`config.mk`:
```
export PLATFORM = sky130hd
export DESIGN_NAME = sample_frame_command_ctl_top
export DESIGN_NICKNAME = d
export VERILOG_FILES = /design/src/hw/rtl/sfc_pkg.sv /design/src/hw/rtl/sfc_core.sv /design/src/hw/rtl/sfc_emit.sv /design/src/hw/rtl/sample_frame_command_ctl_top.sv
export VERILOG_INCLUDE_DIRS = /design/src /design/src/hw/rtl
export SDC_FILE = /design/constraint.sdc
export NUM_CORES = 1
export LEC_CHECK = 0
export BUFFER_PORTS_ARGS = -buffer_cell sky130_fd_sc_hd__buf_2
export CAP_MARGIN = 20
export CORE_MARGIN = 5
export CORE_UTILIZATION = 31
export DETAILED_ROUTE_END_ITERATION = 16
export GPL_TIMING_DRIVEN = 0
export HOLD_SLACK_MARGIN = 0.12
export PLACE_DENSITY = 0.55
export SETUP_SLACK_MARGIN = 0.05
export SYNTH_ARGS = -nofsm -noshare
export SYNTH_HDL_FRONTEND = slang
export SYNTH_SLANG_ARGS = --single-unit
```
`constraint.sdc`:
```
create_clock -name i_clk -period 5 [get_ports i_clk]
set_input_delay 1 -clock i_clk [delete_from_list [all_inputs] [get_ports i_clk]]
set_output_delay 1 -clock i_clk [all_outputs]
set_load 0.03 [all_outputs]
```
`src/hw/rtl/sample_frame_command_ctl_top_defines.svh`:
```
// assertion macros used by the frame command controller rtl
// no dependencies; included by modules that carry assertions
`ifndef SAMPLE_FRAME_COMMAND_CTL_TOP_DEFINES_SVH
`define SAMPLE_FRAME_COMMAND_CTL_TOP_DEFINES_SVH

// same-cycle implication, checked outside reset
`define SFC_ASSERT_IMP(name, clk, rstn, ante, cons) \
    name: assert property (@(posedge clk) disable iff (!rstn) (ante) |-> (cons)) \
        else $error("sfc assertion failed");

// next-cycle implication, checked outside reset
`define SFC_ASSERT_NXT(name, clk, rstn, ante, cons) \
    name: assert property (@(posedge clk) disable iff (!rstn) (ante) |=> (cons)) \
        else $error("sfc assertion failed");

`endif

```
`src/hw/rtl/sfc_pkg.sv`:
```
// types, codes and constants for the sample frame command controller
// no dependencies; imported by every module of the block
package sfc_pkg;

    localparam int CHANNELS  = 4;
    localparam int FRAME_LEN = 2 * CHANNELS + 2;
    localparam int IDX_W     = $clog2(FRAME_LEN);
    localparam int CNT_W     = $clog2(FRAME_LEN + 1);
    localparam int SAMPLE_W  = 12;
    localparam int CFG_W     = 12;

    // run modes
    localparam logic [1:0] MODE_STOP = 2'd0;
    localparam logic [1:0] MODE_LIVE = 2'd1;
    localparam logic [1:0] MODE_TEST = 2'd2;

    // command bytes and replies
    localparam logic [7:0] CMD_LIVE  = 8'ha5;
    localparam logic [7:0] CMD_STOP  = 8'ha6;
    localparam logic [7:0] CMD_TEST  = 8'ha7;
    localparam logic [7:0] ACK_LIVE  = 8'hfd;
    localparam logic [7:0] ACK_STOP  = 8'hfe;
    localparam logic [7:0] ACK_TEST  = 8'hf1;
    localparam logic [7:0] FRAME_SOF = 8'hfa;
    localparam logic [7:0] FRAME_EOF = 8'hfb;

    // register indexes
    localparam logic [1:0] REG_LIVE_PERIOD = 2'd0;
    localparam logic [1:0] REG_TEST_PERIOD = 2'd1;
    localparam logic [1:0] REG_BUZZ_LEN    = 2'd2;
    localparam logic [1:0] REG_RAMP_LIMIT  = 2'd3;

    typedef struct packed {
        logic [9:0]          live_period;
        logic [9:0]          test_period;
        logic [7:0]          buzz_len;
        logic [SAMPLE_W-1:0] ramp_limit;
    } t_cfg;

    typedef struct packed {
        logic                 command;
        logic                 rx_port;
        logic [7:0]           rx_byte;
        logic [SAMPLE_W-1:0]  sample_a;
        logic [SAMPLE_W-1:0]  sample_b;
        logic [SAMPLE_W-1:0]  sample_c;
        logic [SAMPLE_W-1:0]  sample_d;
    } t_item;

    // one step's worth of results, handed from core to emitter
    typedef struct packed {
        logic [FRAME_LEN-1:0][7:0] bytes;
        logic [CNT_W-1:0]          cnt;
        logic                      byte_valid;
        logic                      to_port_one;
        logic                      to_port_two;
        logic                      lamp_one;
        logic                      lamp_three;
        logic                      buzzer;
        logic [1:0]                mode;
    } t_frame;

endpackage

```
`src/hw/rtl/sfc_core.sv`:
```
// step logic: mode, lamps, buzzer and ramps, and frame assembly
// depends on sfc_pkg
module sfc_core import sfc_pkg::*; (
    input  logic   i_clk,
    input  logic   i_rst_n,
    input  logic   i_load,
    input  t_item  i_item,
    input  t_cfg   i_cfg,
    output t_frame o_frame
);

    logic [1:0]          r_mode, n_mode;
    logic [9:0]          r_lamp_cnt, n_lamp_cnt;
    logic                r_lamp1, n_lamp1;
    logic                r_lamp3, n_lamp3;
    logic [7:0]          r_buzz_cnt, n_buzz_cnt;
    logic                r_buzz, n_buzz;
    logic [SAMPLE_W-1:0] r_ramp [CHANNELS];
    logic [SAMPLE_W-1:0] n_ramp [CHANNELS];

    logic [SAMPLE_W-1:0] val [CHANNELS];
    logic [SAMPLE_W:0]   ramp_sum [CHANNELS];
    logic [10:0]         lamp_next;
    logic [9:0]          period;
    logic [8:0]          buzz_next;

    always_comb begin
        n_mode     = r_mode;
        n_lamp_cnt = r_lamp_cnt;
        n_lamp1    = r_lamp1;
        n_lamp3    = r_lamp3;
        n_buzz_cnt = r_buzz_cnt;
        n_buzz     = r_buzz;
        n_ramp     = r_ramp;
        o_frame    = '0;
        o_frame.cnt = CNT_W'(1);
        period     = (r_mode == MODE_LIVE) ? i_cfg.live_period : i_cfg.test_period;
        lamp_next  = {1'b0, r_lamp_cnt} + 11'd1;
        buzz_next  = {1'b0, r_buzz_cnt} + 9'd1;

        for (int i = 0; i < CHANNELS; i++) begin
            ramp_sum[i] = {1'b0, r_ramp[i]} + (SAMPLE_W+1)'(2 * (i + 1));
            case (i)
                0:       val[i] = i_item.sample_a;
                1:       val[i] = i_item.sample_b;
                2:       val[i] = i_item.sample_c;
                3:       val[i] = i_item.sample_d;
                default: val[i] = '0;
            endcase
            if (r_mode == MODE_TEST) begin
                val[i] = (ramp_sum[i] > {1'b0, i_cfg.ramp_limit}) ? '0
                                                                   : ramp_sum[i][SAMPLE_W-1:0];
            end
        end

        if (!i_item.command) begin
            if (r_mode == MODE_LIVE || r_mode == MODE_TEST) begin
                o_frame.bytes[0] = FRAME_SOF;
                for (int i = 0; i < CHANNELS; i++) begin
                    o_frame.bytes[2*i+1] = {3'b000, val[i][11:7]};
                    o_frame.bytes[2*i+2] = {1'b0, val[i][6:0]};
                    if (r_mode == MODE_TEST) begin
                        n_ramp[i] = val[i];
                    end
                end
                o_frame.bytes[FRAME_LEN-1] = FRAME_EOF;
                o_frame.cnt         = CNT_W'(FRAME_LEN);
                o_frame.byte_valid  = 1'b1;
                o_frame.to_port_one = 1'b1;
                o_frame.to_port_two = 1'b1;
                if (lamp_next > {1'b0, period}) begin
                    n_lamp1    = ~r_lamp1;
                    n_lamp_cnt = '0;
                end else begin
                    n_lamp_cnt = lamp_next[9:0];
                end
            end else begin
                n_lamp1 = 1'b0;
            end
            if (r_buzz_cnt != 8'd0) begin
                n_buzz     = 1'b1;
                n_buzz_cnt = (buzz_next > {1'b0, i_cfg.buzz_len}) ? 8'd0 : buzz_next[7:0];
            end else begin
                n_buzz = 1'b0;
            end
        end else begin
            unique case (i_item.rx_byte)
                CMD_LIVE: begin
                    n_mode              = MODE_LIVE;
                    n_buzz_cnt          = 8'd1;
                    o_frame.bytes[0]    = ACK_LIVE;
                    o_frame.byte_valid  = 1'b1;
                    o_frame.to_port_one = ~i_item.rx_port;
                    o_frame.to_port_two = i_item.rx_port;
                end
                CMD_STOP: begin
                    n_mode              = MODE_STOP;
                    n_buzz_cnt          = 8'd1;
                    o_frame.bytes[0]    = ACK_STOP;
                    o_frame.byte_valid  = 1'b1;
                    o_frame.to_port_one = ~i_item.rx_port;
                    o_frame.to_port_two = i_item.rx_port;
                end
                CMD_TEST: begin
                    n_mode              = MODE_TEST;
                    n_buzz_cnt          = 8'd1;
                    o_frame.bytes[0]    = ACK_TEST;
                    o_frame.byte_valid  = 1'b1;
                    o_frame.to_port_one = 1'b1;
                end
                default: begin
                end
            endcase
            if (i_item.rx_port) begin
                n_lamp3 = ~r_lamp3;
            end
        end

        o_frame.lamp_one   = n_lamp1;
        o_frame.lamp_three = n_lamp3;
        o_frame.buzzer     = n_buzz;
        o_frame.mode       = n_mode;
    end

    always_ff @(posedge i_clk) begin
        if (!i_rst_n) begin
            r_mode     <= MODE_STOP;
            r_lamp_cnt <= '0;
            r_lamp1    <= 1'b0;
            r_lamp3    <= 1'b0;
            r_buzz_cnt <= '0;
            r_buzz     <= 1'b0;
            for (int i = 0; i < CHANNELS; i++) begin
                r_ramp[i] <= '0;
            end
        end else if (i_load) begin
            r_mode     <= n_mode;
            r_lamp_cnt <= n_lamp_cnt;
            r_lamp1    <= n_lamp1;
            r_lamp3    <= n_lamp3;
            r_buzz_cnt <= n_buzz_cnt;
            r_buzz     <= n_buzz;
            r_ramp     <= n_ramp;
        end
    end

endmodule

```
`src/hw/rtl/sfc_emit.sv`:
```
// result register: holds one step's bytes and sends them one per request
// depends on sfc_pkg and sample_frame_command_ctl_top_defines.svh
`include "sample_frame_command_ctl_top_defines.svh"
module sfc_emit import sfc_pkg::*; (
    input  logic       i_clk,
    input  logic       i_rst_n,
    input  t_frame     i_frame,
    input  logic       i_load,
    output logic       o_ready,
    output logic       o_valid,
    input  logic       i_stall,
    output logic [7:0] o_tx_byte,
    output logic       o_byte_valid,
    output logic       o_to_port_one,
    output logic       o_to_port_two,
    output logic       o_last,
    output logic       o_lamp_one,
    output logic       o_lamp_three,
    output logic       o_buzzer,
    output logic [1:0] o_mode
);

    t_frame           r_frame;
    logic             r_full;
    logic [IDX_W-1:0] r_idx;
    logic             take;

    assign take    = r_full && !i_stall;
    assign o_last  = (CNT_W'(r_idx) == r_frame.cnt - CNT_W'(1));
    assign o_ready = !r_full || (take && o_last);

    assign o_valid       = r_full;
    assign o_tx_byte     = r_frame.bytes[r_idx];
    assign o_byte_valid  = r_frame.byte_valid;
    assign o_to_port_one = r_frame.to_port_one;
    assign o_to_port_two = r_frame.to_port_two;
    assign o_lamp_one    = r_frame.lamp_one;
    assign o_lamp_three  = r_frame.lamp_three;
    assign o_buzzer      = r_frame.buzzer;
    assign o_mode        = r_frame.mode;

    always_ff @(posedge i_clk) begin
        if (!i_rst_n) begin
            r_full <= 1'b0;
            r_idx  <= '0;
        end else if (i_load) begin
            r_full <= 1'b1;
            r_idx  <= '0;
        end else if (take) begin
            if (o_last) begin
                r_full <= 1'b0;
            end
            r_idx <= r_idx + IDX_W'(1);
        end
    end

    always_ff @(posedge i_clk) begin
        if (i_load) begin
            r_frame <= i_frame;
        end
    end

    `SFC_ASSERT_IMP(a_load_when_free, i_clk, i_rst_n, i_load, o_ready)
    `SFC_ASSERT_IMP(a_idx_in_range, i_clk, i_rst_n, r_full,
        (r_frame.cnt != '0) && (CNT_W'(r_idx) < r_frame.cnt))
    `SFC_ASSERT_NXT(a_mid_frame_holds, i_clk, i_rst_n, take && !o_last, r_full)
    `SFC_ASSERT_NXT(a_load_restarts, i_clk, i_rst_n, i_load, r_full && (r_idx == '0))

endmodule

```
`src/hw/rtl/sample_frame_command_ctl_top.sv`:
```
// top level of the sample frame command controller: channels, registers, stages
// depends on sfc_pkg, sfc_core and sfc_emit
//
// usage
//   input channel: i_valid / o_stall with i_command, i_rx_port, i_rx_byte and
//   four 12-bit samples; a request is taken when i_valid is high, o_stall low.
//   a tick request (command 0) yields ten frame bytes in live or test mode, or
//   one status result when stopped; a byte request yields one reply or status.
//   output channel: o_valid / i_stall, one result byte per request, o_last on
//   the final result of each input request.
//   config channel: i_cfg_valid / o_cfg_ready (always ready), i_cfg_index
//   selects the register, i_cfg_data carries the value (low bits used).
// timing
//   a request waits in the input register until the result register is empty
//   or sends its final byte, then its whole step is computed combinationally
//   into the result register, which sends one byte a cycle while i_stall is
//   low; the next request is taken into the input register meanwhile and
//   moves on as the last byte leaves.
// reset and stall
//   synchronous active-low reset: stopped mode, counters, lamps, buzzer and
//   ramps cleared, registers at their defaults, both stages empty.
//   when the receiver stalls, the current result holds; o_stall rises only once
//   the input register is also full.
module sample_frame_command_ctl_top import sfc_pkg::*; (
    input  logic                i_clk,
    input  logic                i_rst_n,
    // input requests
    input  logic                i_valid,
    output logic                o_stall,
    input  logic                i_command,
    input  logic                i_rx_port,
    input  logic [7:0]          i_rx_byte,
    input  logic [SAMPLE_W-1:0] i_sample_a,
    input  logic [SAMPLE_W-1:0] i_sample_b,
    input  logic [SAMPLE_W-1:0] i_sample_c,
    input  logic [SAMPLE_W-1:0] i_sample_d,
    // results
    output logic                o_valid,
    input  logic                i_stall,
    output logic [7:0]          o_tx_byte,
    output logic                o_byte_valid,
    output logic                o_to_port_one,
    output logic                o_to_port_two,
    output logic                o_last,
    output logic                o_lamp_one,
    output logic                o_lamp_three,
    output logic                o_buzzer,
    output logic [1:0]          o_mode,
    // register writes
    input  logic                i_cfg_valid,
    output logic                o_cfg_ready,
    input  logic [1:0]          i_cfg_index,
    input  logic [CFG_W-1:0]    i_cfg_data
);

    // configuration registers
    t_cfg   r_cfg;

    // input register
    t_item  r_item;
    logic   r_in_full;

    logic   emit_ready;
    logic   core_load;
    logic   in_take;
    t_frame frame;

    assign o_cfg_ready = 1'b1;

    always_ff @(posedge i_clk) begin
        if (!i_rst_n) begin
            r_cfg.live_period <= 10'd500;
            r_cfg.test_period <= 10'd250;
            r_cfg.buzz_len    <= 8'd200;
            r_cfg.ramp_limit  <= 12'd1024;
        end else if (i_cfg_valid && o_cfg_ready) begin
            unique case (i_cfg_index)
                REG_LIVE_PERIOD: r_cfg.live_period <= i_cfg_data[9:0];
                REG_TEST_PERIOD: r_cfg.test_period <= i_cfg_data[9:0];
                REG_BUZZ_LEN:    r_cfg.buzz_len    <= i_cfg_data[7:0];
                REG_RAMP_LIMIT:  r_cfg.ramp_limit  <= i_cfg_data[SAMPLE_W-1:0];
                default: begin
                end
            endcase
        end
    end

    // the held request moves into the step logic whenever the result
    // register is empty or sends its final byte in this cycle
    assign core_load = r_in_full && emit_ready;
    assign o_stall   = r_in_full && !emit_ready;
    assign in_take   = i_valid && !o_stall;

    always_ff @(posedge i_clk) begin
        if (!i_rst_n) begin
            r_in_full <= 1'b0;
        end else if (in_take) begin
            r_in_full <= 1'b1;
        end else if (core_load) begin
            r_in_full <= 1'b0;
        end
    end

    always_ff @(posedge i_clk) begin
        if (in_take) begin
            r_item.command  <= i_command;
            r_item.rx_port  <= i_rx_port;
            r_item.rx_byte  <= i_rx_byte;
            r_item.sample_a <= i_sample_a;
            r_item.sample_b <= i_sample_b;
            r_item.sample_c <= i_sample_c;
            r_item.sample_d <= i_sample_d;
        end
    end

    // step logic: combinational frame assembly, state update registered on load
    sfc_core u_core (
        .i_clk   (i_clk),
        .i_rst_n (i_rst_n),
        .i_load  (core_load),
        .i_item  (r_item),
        .i_cfg   (r_cfg),
        .o_frame (frame)
    );

    // result register and byte sequencer
    sfc_emit u_emit (
        .i_clk         (i_clk),
        .i_rst_n       (i_rst_n),
        .i_frame       (frame),
        .i_load        (core_load),
        .o_ready       (emit_ready),
        .o_valid       (o_valid),
        .i_stall       (i_stall),
        .o_tx_byte     (o_tx_byte),
        .o_byte_valid  (o_byte_valid),
        .o_to_port_one (o_to_port_one),
        .o_to_port_two (o_to_port_two),
        .o_last        (o_last),
        .o_lamp_one    (o_lamp_one),
        .o_lamp_three  (o_lamp_three),
        .o_buzzer      (o_buzzer),
        .o_mode        (o_mode)
    );

endmodule

```
==> results.cfg <==
[setup_path]
worstPathRequired_ns = 5.26
crit_arrival_ns = 4.73
cp_cell_sequence = inv_1 -> ha_1 -> nor3b_1 -> nand4_1 -> nor2_1 -> xnor2_1 -> inv_1 -> ha_1 -> nand3_1 -> nor4_1 -> a21oi_1 -> o21ai_0 -> clkbuf_1 -> nand3_1 -> o21ai_0
cpMaxStageDelayCell = o21ai_0
worst_setup_path_start_kind = flip-flop
reg2reg_slack_ns = 0.53
slowest_delay_ns = 0.60
cp-end-kind = flip-flop
cp_max_fo = 10
crit_type = reg2reg

[grt]
grt_antenna_before_repair = 4
grt_use_met1_pct = 22.7
grt_pass1_wl_um = 55100
grt_pass1_vias = 9510
grt_util_all_layers_pct = 16.0
globalRouteMet3Util_pct = 2.77
grt_overflow = 0
use_met2_pct = 25.2
busiest_layer = met2
grt_max_degree = 70

[pwr]
power.density_mw_per_mm2 = 316
leakage_uw = 0.00544
vdd_drop_max_mv = 0.285

[synth]
synth_top_area_share_pct = 30.1
synth_edf_count = 121
yosys_warnings = 0
synth-compound-area-share_pct = 13.1
synthSimpleGateAreaFrac_pct = 17.2
ys_seq_elements = 238
synth.distinct_cells = 70
netlist_instances = 1207
yosys-mux-area-fraction_pct = 3.66
postSynthAreaPerCell_um2 = 10.0
synth_fa_ha_area_share_pct = 8.17
yosysTopAreaCell = edfxtp_1
synth-xor-area-share_pct = 4.14
async_reset_ff_share_pct = 0
seq_area_frac_synth_pct = 49.5
synth_top_family_by_area = simple AND/OR/NAND/NOR gates
syn_nets = 1362
synthTopCellsByArea = edfxtp_1, dfxtp_1, ha_1
synth_ff_type = edfxtp_1
syn-cell-area_mm2 = 0.0121

[sta]
max_slew_margin_pct = 25.6
fin_crit_ns = 4.47
hold_viol = 0
worst_pin_slew_ns = 1.11
finalSetupViolations = 0
worst_slack_ns = 0.532
period_share_pct = 89.4
finalClockSkew_ns = 0.0219
rsz0062_at_grt = no
fmax_ghz = 0.224
whs_ns = 0.452
timing.setup.tns_ns = 0
slew_violations = 0

[detailed_routing]
wirelength_um = 35400
firstDrtPassIters = 5
drt_iter0_drc = 763
vias = 9604
vias_per_cell = 5.13
wl_per_cell_um = 18.9
final_antenna_net_count = 0
drc = 0

[clock_tree]
cts_root_buf = clkbuf_16
tritoncts = done
clkSinkCount = 238
cts_hold_buf = 0
post_cts_buffers = 0
cts_buffer_depth = 3
clkTransAtPathRegs_ns = 0.06
clk_latency_ns = 0.55
post_cts_resized = 0
htree_levels = 1
cts_buffers = 28

[min_path]
hold_path_class = reg2reg

[run]
max-cap-violations = 0

[floorplanning]
ioPinCount = 97
fp.dieH_um = 207
core-area_mm2 = 0.0386
die_area_mm2 = 0.0430
start_util_pct = 31.3
die_w_um = 207
num_rows = 72

[outcome]
status = finished, final reports clean

[layout]
fin_area_mm2 = 0.0141
fin_nets = 1487
fin_util_pct = 36.6
drive_gt1_share_pct = 13.1
area_delta_synth_final_pct = 17.1

[place]
gp_congestion = 0.872
placed_cell_area_mm2 = 0.0132
io_buffers = 93
place_ws_ns = 0.705
hpwlAfterDp_um = 26500
[worst paths after layout]
kind,start,endpoint,cells after the start
min,r_cfg[20]$_SDFFE_PN0P_,r_cfg[20]$_SDFFE_PN0P_,2
max,u_core.r_ramp[13]$_SDFFE_PN0P_,u_emit.r_frame[65]$_SDFFCE_PP0P_,15
max reg2reg,u_core.r_ramp[13]$_SDFFE_PN0P_,u_emit.r_frame[65]$_SDFFCE_PP0P_,15
min reg2reg,r_cfg[20]$_SDFFE_PN0P_,r_cfg[20]$_SDFFE_PN0P_,2
[sequential cells by signal, indices dropped and copies added (netlist names), 2 cells and up]
name               flops
r_item                58
u_emit.o_mode          2
u_core.r_mode          2
u_emit.r_idx           4
u_core.r_buzz_cnt      8
u_core.r_ramp         48
r_cfg                 40
u_core.r_lamp_cnt     10
u_emit.r_frame        55
[Yosys cell counts, types with 4 or more instances]
| cell | n |
|---|---|
| clkbuf_1 | 42 |
| nor3b_1 | 5 |
| ha_1 | 78 |
| mux2i_1 | 16 |
| nand4_1 | 27 |
| nor3_1 | 13 |
| a22o_1 | 11 |
| a211oi_1 | 10 |
| edfxtp_1 | 121 |
| nand2b_1 | 5 |
| and3_1 | 21 |
| a31oi_1 | 7 |
| nand3_1 | 58 |
| a32o_1 | 20 |
| nand2_1 | 200 |
| buf_2 | 6 |
| inv_1 | 64 |
| o21ai_0 | 70 |
| o22ai_1 | 8 |
| nand3b_1 | 4 |
| xnor2_1 | 31 |
| o211ai_1 | 18 |
| nor2_1 | 41 |
| mux4_2 | 12 |
| and2_1 | 7 |
| xor2_1 | 26 |
| nor4_1 | 12 |
| buf_4 | 5 |
| a21o_1 | 7 |
| dfxtp_1 | 117 |
| nor2b_1 | 14 |
| a21oi_1 | 76 |
[metrics by stage]
stage	total power, uW	cells
2_1_floorplan	2370	1207
3_3_place_gp	2490	1818
3_5_place_dp	2500	1820
4_1_cts	4510	1872
5_1_grt	4630	1873
6_report	4470	1873
[layout make-up]
type / instances / area, um2
Sequential cell: 238 / 5980
Multi-Input combinational cell: 845 / 5590
Buffer: 58 / 259
Clock buffer: 42 / 836
Fill cell: 3948 / 24400
Clock inverter: 10 / 73.8
Antenna cell: 1 / 2.50
Tap cell: 518 / 648
Timing Repair Buffer: 95 / 490
Inverter: 66 / 250
[logic make-up (layout without fill, tap and decap cells)]
logic type,count (synthesis),after routing
xor gates and xnor gates,57,57
muxes,29,29
other,1,2
AOI/OAI and AO/OA,250,250
and+or+nand+nor,429,429
buffers and inverters,124,271
DFF,238,238
adders and majority gates,79,79
[critical path, delay by kind of cell, from the launching register on]
family	cells	cell delay, ns
buffers and inverters	3	0.61
xor gates and xnor gates	1	0.20
and+or+nand+nor	6	1.59
adders and majority gates	2	0.57
DFF	1	0.41
AOI/OAI and AO/OA	3	0.81
[layer usage]
metal / wire length (um) / up-vias
li1: - / 4626
met1: 16600 / 4651
met2: 15900 / 255
met3: 2000 / 66
met4: 871 / 6
met5: 34 / -
[cells in the final DEF (no fill, tap or decap), types with 16 or more instances in the layout]
cell type | Yosys | routed
nand2_1 | 200 | 200
xnor2_1 | 31 | 31
a32o_1 | 20 | 20
nor2_1 | 41 | 41
nand4_1 | 27 | 27
clkbuf_16 | 0 | 30
o211ai_1 | 18 | 18
edfxtp_1 | 121 | 121
and3_1 | 21 | 21
nand3_1 | 58 | 58
dfxtp_1 | 117 | 117
inv_1 | 64 | 64
ha_1 | 78 | 78
xor2_1 | 26 | 26
mux2i_1 | 16 | 16
clkbuf_1 | 42 | 50
o21ai_0 | 70 | 70
a21oi_1 | 76 | 76
buf_2 | 6 | 100
[power by group]
| part | internal [uW] | switching (uW) | leakage [uW] |
|---|---|---|---|
| logic | 99.6 | 196 | 0.00287 |
| clock network | 1200 | 816 | 0.000446 |
| registers | 2130 | 31.1 | 0.00212 |
| total | 3430 | 1040 | 0.00544 |
Note: power is estimated with default switching activity, not from simulation.
